**src/rtl/bal_pkg.sv**
```systemverilog
// package with transaction types, codes and helpers for the buddy allocator
package bal_pkg;

	localparam int SIZE_W = 13;
	localparam int OFFS_W = 13;
	localparam int STAT_W = 2;
	localparam int NORD_W = 4;

	localparam logic CMD_ALLOC = 1'b0;
	localparam logic CMD_FREE  = 1'b1;

	localparam logic [STAT_W-1:0] ST_OK        = 2'd0;
	localparam logic [STAT_W-1:0] ST_TOO_LARGE = 2'd1;
	localparam logic [STAT_W-1:0] ST_NO_SPACE  = 2'd2;
	localparam logic [STAT_W-1:0] ST_BAD_FREE  = 2'd3;

	typedef struct packed {
		logic              command;
		logic [SIZE_W-1:0] request_size;
		logic [OFFS_W-1:0] block_offset;
	} req_t;

	typedef struct packed {
		logic [STAT_W-1:0] status;
		logic [OFFS_W-1:0] result_offset;
	} rsp_t;

	typedef enum logic [3:0] {
		S_CLEAR, S_IDLE, S_START, S_A_RD, S_A_EV, S_A_SPLIT2,
		S_F_RD, S_F_EV, S_F_CHK, S_F_BEV, S_F_MERGE2, S_RESP
	} state_t;

	typedef enum logic [3:0] {
		OP_NONE, OP_CLR, OP_LOAD, OP_READ_POS, OP_READ_BUD, OP_STEP,
		OP_WR_ALLOC, OP_SPLIT1, OP_SPLIT2, OP_WR_FREE, OP_MERGE1, OP_MERGE2
	} op_t;

	typedef struct packed {
		op_t               op;
		logic              emit;
		logic [STAT_W-1:0] status;
	} cmd_t;

	typedef struct packed {
		logic clr_last;
		logic is_free;
		logic alloc_bad;
		logic free_bad_pre;
		logic rd_empty;
		logic rd_skip;
		logic rd_fit;
		logic step_end;
		logic free_bad_hdr;
		logic merge_stop;
		logic bud_ok;
	} stat_t;

	// block order needed for a size, header byte included
	function automatic logic [NORD_W-1:0] size_order(input logic [SIZE_W-1:0] size);
		logic [NORD_W-1:0] n;
		n = NORD_W'(1);
		for (int i = 1; i < SIZE_W; i++) begin
			if (size[i]) begin
				n = NORD_W'(i + 1);
			end
		end
		return n;
	endfunction

endpackage

```
**src/rtl/bal_ctrl.sv**
```systemverilog
// controller state machine of the buddy allocator
module bal_ctrl (
	input  logic          clk,
	input  logic          arst_n,
	input  logic          in_valid,
	output logic          in_ready,
	output logic          out_valid,
	input  logic          out_ready,
	input  bal_pkg::stat_t st,
	output bal_pkg::cmd_t  cmd
);

	bal_pkg::state_t state_q, state_d;
	logic [bal_pkg::STAT_W-1:0] status_q, status_d;
	logic out_valid_q;
	logic slot_free;

	assign slot_free = !out_valid_q || out_ready;
	assign out_valid = out_valid_q;

	always_comb begin
		state_d  = state_q;
		status_d = status_q;
		case (state_q)
			bal_pkg::S_CLEAR: begin
				if (st.clr_last) state_d = bal_pkg::S_IDLE;
			end
			bal_pkg::S_IDLE: begin
				if (in_valid) state_d = bal_pkg::S_START;
			end
			bal_pkg::S_START: begin
				if (st.is_free) begin
					if (st.free_bad_pre) begin
						state_d  = bal_pkg::S_RESP;
						status_d = bal_pkg::ST_BAD_FREE;
					end else begin
						state_d = bal_pkg::S_F_RD;
					end
				end else if (st.alloc_bad) begin
					state_d  = bal_pkg::S_RESP;
					status_d = bal_pkg::ST_TOO_LARGE;
				end else begin
					state_d = bal_pkg::S_A_RD;
				end
			end
			bal_pkg::S_A_RD: state_d = bal_pkg::S_A_EV;
			bal_pkg::S_A_EV: begin
				if (st.rd_empty) begin
					state_d  = bal_pkg::S_RESP;
					status_d = bal_pkg::ST_NO_SPACE;
				end else if (st.rd_skip) begin
					if (st.step_end) begin
						state_d  = bal_pkg::S_RESP;
						status_d = bal_pkg::ST_NO_SPACE;
					end else begin
						state_d = bal_pkg::S_A_RD;
					end
				end else if (st.rd_fit) begin
					state_d  = bal_pkg::S_RESP;
					status_d = bal_pkg::ST_OK;
				end else begin
					state_d = bal_pkg::S_A_SPLIT2;
				end
			end
			bal_pkg::S_A_SPLIT2: state_d = bal_pkg::S_A_RD;
			bal_pkg::S_F_RD: state_d = bal_pkg::S_F_EV;
			bal_pkg::S_F_EV: begin
				if (st.free_bad_hdr) begin
					state_d  = bal_pkg::S_RESP;
					status_d = bal_pkg::ST_BAD_FREE;
				end else begin
					state_d = bal_pkg::S_F_CHK;
				end
			end
			bal_pkg::S_F_CHK: begin
				if (st.merge_stop) begin
					state_d  = bal_pkg::S_RESP;
					status_d = bal_pkg::ST_OK;
				end else begin
					state_d = bal_pkg::S_F_BEV;
				end
			end
			bal_pkg::S_F_BEV: begin
				if (!st.bud_ok) begin
					state_d  = bal_pkg::S_RESP;
					status_d = bal_pkg::ST_OK;
				end else begin
					state_d = bal_pkg::S_F_MERGE2;
				end
			end
			bal_pkg::S_F_MERGE2: state_d = bal_pkg::S_F_CHK;
			bal_pkg::S_RESP: begin
				if (slot_free) state_d = bal_pkg::S_IDLE;
			end
			default: state_d = bal_pkg::S_IDLE;
		endcase
	end

	always_comb begin
		in_ready   = 1'b0;
		cmd.op     = bal_pkg::OP_NONE;
		cmd.emit   = 1'b0;
		cmd.status = status_q;
		case (state_q)
			bal_pkg::S_CLEAR: cmd.op = bal_pkg::OP_CLR;
			bal_pkg::S_IDLE: begin
				in_ready = 1'b1;
				if (in_valid) cmd.op = bal_pkg::OP_LOAD;
			end
			bal_pkg::S_A_RD: cmd.op = bal_pkg::OP_READ_POS;
			bal_pkg::S_A_EV: begin
				if (st.rd_empty) cmd.op = bal_pkg::OP_NONE;
				else if (st.rd_skip) cmd.op = bal_pkg::OP_STEP;
				else if (st.rd_fit) cmd.op = bal_pkg::OP_WR_ALLOC;
				else cmd.op = bal_pkg::OP_SPLIT1;
			end
			bal_pkg::S_A_SPLIT2: cmd.op = bal_pkg::OP_SPLIT2;
			bal_pkg::S_F_RD: cmd.op = bal_pkg::OP_READ_POS;
			bal_pkg::S_F_EV: begin
				if (!st.free_bad_hdr) cmd.op = bal_pkg::OP_WR_FREE;
			end
			bal_pkg::S_F_CHK: begin
				if (!st.merge_stop) cmd.op = bal_pkg::OP_READ_BUD;
			end
			bal_pkg::S_F_BEV: begin
				if (st.bud_ok) cmd.op = bal_pkg::OP_MERGE1;
			end
			bal_pkg::S_F_MERGE2: cmd.op = bal_pkg::OP_MERGE2;
			bal_pkg::S_RESP: cmd.emit = slot_free;
			default: cmd.op = bal_pkg::OP_NONE;
		endcase
	end

	always_ff @(posedge clk or negedge arst_n) begin
		if (!arst_n) begin
			state_q     <= bal_pkg::S_CLEAR;
			status_q    <= bal_pkg::ST_OK;
			out_valid_q <= 1'b0;
		end else begin
			state_q  <= state_d;
			status_q <= status_d;
			if (cmd.emit) out_valid_q <= 1'b1;
			else if (out_ready) out_valid_q <= 1'b0;
		end
	end

endmodule

```
**config.mk**
```make
export PLATFORM = sky130hd
export DESIGN_NAME = bal_ctrl
export DESIGN_NICKNAME = d
export VERILOG_FILES = /design/src/rtl/bal_pkg.sv /design/src/rtl/bal_ctrl.sv
export SDC_FILE = /design/constraint.sdc
export NUM_CORES = 1
export LEC_CHECK = 0
export ABC_AREA = 1
export BUFFER_PORTS_ARGS = -buffer_cell sky130_fd_sc_hd__buf_2
export CORE_MARGIN = 8
export CORE_UTILIZATION = 45
export CTS_BUF_LIST = sky130_fd_sc_hd__clkbuf_4
export CTS_CLUSTER_DIAMETER = 60
export DETAILED_ROUTE_END_ITERATION = 6
export PLACE_DENSITY = 0.77
export SYNTH_ARGS = -nofsm -noshare
export SYNTH_HDL_FRONTEND = slang
export SYNTH_SLANG_ARGS = --single-unit
```
**constraint.sdc**
```tcl
create_clock -name clk -period 1.4 [get_ports clk]
set_clock_uncertainty 0.2 [all_clocks]
set_input_delay 0.21 -clock clk [delete_from_list [all_inputs] [get_ports clk]]
set_output_delay 0.21 -clock clk [all_outputs]
set_load 0.02 [all_outputs]
```
==> metrics.txt, run 1 <==
chip width=54.57 um; sequential area share after synthesis=26.17%; syn nets=141; Root Buffer=clkbuf_4; Buffers on Ports=23; Netlist cell types=12; Err=[ERROR DPL-0038] Utilization greater than 100%, impossible to legalize; Failed at=5_1_grt; Synth Register Bits=7; Mapped Avg Cell Area=5.313 sq um; H-tree depth=1; Synth Instances=126; worst setup endpoint GRT=cmd[5]; Row Count=14; Max clock buf depth=2; Die Y=54.57 um; largest net degree at the start of global routing=8; Syn. warnings=0; kind of the worst endpoint=top-level output; Final GP Congestion=0.9363; post-synthesis cell area=669.4 sq um; # IOs=24; DPL Wire Length=2.150 mm; CTS Buf Count=3; Starting Density=46.04%; status=aborted with a tool error; Sink Count=7
-- metrics by stage --
step | worst slack (ns) | hold WS [ns] | TNS [ns] | instance area [sq um] | std cells
floorplan | -0.1135 | -0.2856 | -0.6187 | 742.0 | 126
CTS | -0.4163 | 0.1143 | -3.545 | 1344 | 208
detailed placement | -0.2887 | -0.1506 | -2.397 | 1080 | 192
global placement | -0.2215 | -0.1502 | -1.951 | 1080 | 192
-- kinds of logic after synthesis --
logic type | count (synthesis) | synth area share (%)
compound gates | 10 | 8.599
buf+inv | 18 | 10.09
flops | 7 | 26.17
simple gates | 91 | 55.14
-- cells in the mapped netlist, drive strengths merged --
library cell,instances,area [sq um]
inv,18,67.56
dfrtp,7,175.2
nor2,31,123.9
o21ai,4,20.02
nand3b,1,7.510
nand4,2,12.51
a21oi,4,20.02
nand3,9,45.04
o2111ai,2,17.52
nand2,48,180.2
-- what timing repair did --
| action | in CTS |
|---|---|
| hold buffers | 2 |
| pin swaps | 20 |
| gates resized for setup | 45 |
| endpoints found under the hold margin | 8 |
| buffers inserted | 11 |
| endpoints found under the setup margin | 11 |
==> run 2, diff against run 1 <==
==> config.mk (replaced) <==
export PLATFORM = sky130hd
export DESIGN_NAME = bal_ctrl
export DESIGN_NICKNAME = d
export VERILOG_FILES = /design/src/rtl/bal_pkg.sv /design/src/rtl/bal_ctrl.sv
export SDC_FILE = /design/constraint.sdc
export NUM_CORES = 1
export LEC_CHECK = 0
export ABC_AREA = 1
export BUFFER_PORTS_ARGS = -buffer_cell sky130_fd_sc_hd__buf_2
export CORE_AREA = 8 8 69 71
export DETAILED_ROUTE_END_ITERATION = 6
export DIE_AREA = 0 0 77 79
export PLACE_DENSITY_LB_ADDON = 0.15
export SYNTH_ARGS = -nofsm -noshare
export SYNTH_HDL_FRONTEND = slang
export SYNTH_SLANG_ARGS = --single-unit
==> constraint.sdc (replaced) <==
create_clock -name clk -period 1.82 [get_ports clk]
set_clock_uncertainty 0.2 [all_clocks]
set_input_delay 0.273 -clock clk [delete_from_list [all_inputs] [get_ports clk]]
set_output_delay 0.273 -clock clk [all_outputs]
set_load 0.02 [all_outputs]
==> run 2 against run 1 <==
Effect of this change: the flow now finishes, with violations (setup timing); area after synthesis is the same; synthesized cell count unchanged.
==> metrics.txt, run 2 <==
Syn. warnings=0 (unchanged); final period utilization=102.7%; Final GP Congestion=0.9239 (-1.3%); core area=3799 sq um; Final Hold Violating Endpoints=0; Mapped Avg Cell Area=5.313 sq um (unchanged); RSZ-0062 raised after global routing=true; largest net degree at the start of global routing=8; count leader, synth=nand2_1; Worst-path clk slew=0.04 ns; syn nets=141 (unchanged); P per Cell Area=1647 nW/um^2; via density per instance=4.295; min Tclk post-route=1.869 ns; critical path endpoint category=primary output; CTS tree=done; LEAKAGE=0.6223 nW; Area growth, synth to finish=75.51%; class of the worst hold path=input pin to flop; final instance area=1175 sq um; violated checks=setup timing; hold_sp=out_ready; chip width=77 um (+41%); Max clock buf depth=2 (unchanged); status=finished, violations left; layout cells sized above 1=45.88%; Final ANT Viol Nets=0; vias in the first global route=952; Nets=186; Worst VDD drop=401.3 uV; CTS Buf Count=3 (unchanged); ys async rst share=100.0% (unchanged); DPL Wire Length=2.033 mm (-5.4%); top cells by area, synth=nand2_1, dfrtp_1, nor2_1; H-tree depth=1 (unchanged); Largest register FFs=4; worst reg2reg setup slack=0.13 ns; initial drt markers=23; total power=1.935 mW; Netlist cell types=12 (unchanged); maxcap violations=0; # IOs=24 (unchanged); Buffers on Ports=23 (unchanged); Post-route DRC=0; first-pass detailed-route iteration total=4; total wire length=2.530 mm; area post-placement=894.6 sq um (-17%); Post-synth top cells=nand2_1, nor2_1, inv_1; Row Count=23 (+9); Post-synth EDFFs=0 (unchanged); sequential area share after synthesis=26.17% (unchanged); Post-synth top flop=dfrtp_1; Root Buffer=clkbuf_8; data required time of the critical path=1.35 ns; Synth top area share=26.92% (unchanged); dominant cell type by area after synthesis=nand2_1; Starting Density=17.62% (-28 points); max-slew violations=0; first-pass GRT wire length=4.015 mm; endpoints failing setup=4; Synth Register Bits=7 (unchanged); Vias=945; most frequent cells in the layout=nand2_1, buf_4, buf_2; DR WL/cell=11.50 um; diode count=0; Sink Count=7 (unchanged); kind of critical path=flop to primary output; Synth Instances=126 (unchanged); Slew @ Worst Pin=0.2746 ns; crit start category=flop; worst setup path startpoint=state_q[3]; Max Clk Rate=0.5349 GHz; CP Data Arrival Time=1.40 ns; max_slew headroom=81.50%; post-synthesis cell area=669.4 sq um (unchanged); Die Area=6083 sq um; Die Y=79 um (+45%); worst r2r src=state_q[1]; initial antenna violation count=0; worst-skew pair later-pin latency=0.22 ns; Setup TNS=-0.1493 ns; largest register by flop count=state_q; most common cell after layout, fill and taps aside=nand2_1; Worst Slack Setup Final=-0.04949 ns; Min Hold Slack=0.05629 ns; Global Route Usage Sum=8.138%; CP max FO=5; GRT overflow=0
run 2: cells by family after synthesis:
logic type | Yosys count | share of synthesized area (%)
AOI/OAI and AO/OA | 10 | 8.599
buffers and inverters | 18 | 10.09
and+or+nand+nor | 91 | 55.14
DFF | 7 | 26.17
run 2: worst paths after layout:
path,end,depth (start not counted)
worst min-delay path,out_valid,2
worst max-delay path,cmd[2],7
worst max register to register,status_q[0],11
worst min register to register,status_q[1],2
max in group asynchronous,state_q[3],2
min in group asynchronous,status_q[0],2
run 2: report_power, final:
group          total (mW)  internal (mW)  switching, mW
registers           0.348          0.237          0.112
clock network       0.217          0.151         0.0652
logic                1.37          0.588          0.782
run 2: per-stage QoR:
stage | cells | worst slack, ns | utilization (%)
6_report | 220 | -0.04949 | 30.93
5_1_grt | 220 | -0.1156 | 30.93
4_1_cts | 218 | -0.05329 | 28.72
3_5_place_dp | 205 | 0.03663 | 23.55
3_3_place_gp | 205 | 0.02481 | 23.55
2_1_floorplan | 126 | 0.09903 | -
run 2: routing by layer:
metal	track usage [%]	wire, um	up-vias
met5	0	0	-
met4	3.208	52	0
met1	8.256	1041	440
met2	15.55	1347	23
li1	-	-	478
met3	2.144	88	4
run 2: cell type report:
class | count | area [sq um]
tap | 50 | 62.56
fill | 446 | 2624
clock buffer | 4 | 45.04
multi-input combinational | 101 | 534.3
timing repair buffer | 40 | 275.3
inverter | 18 | 77.57
sequential | 7 | 180.2
run 2: worst max-delay path, cell delays in order (launching register included):
cell	delay, ns
dfrtp_2	0.43
inv_4	0.07
nor2_4	0.16
inv_2	0.09
nor2_4	0.14
inv_2	0.07
nor2_4	0.10
buf_6	0.12
run 2: timing repair:
action | in CTS | in global routing
hold buffers | 1 | 0
buffers inserted | 8 | 2
setup endpoints to repair | 6 | 8
endpoints found under the hold margin | 7 | 0
gates resized for setup | 34 | 22
pin swaps | 13 | 11
Note: power is estimated with default switching activity, not from simulation.
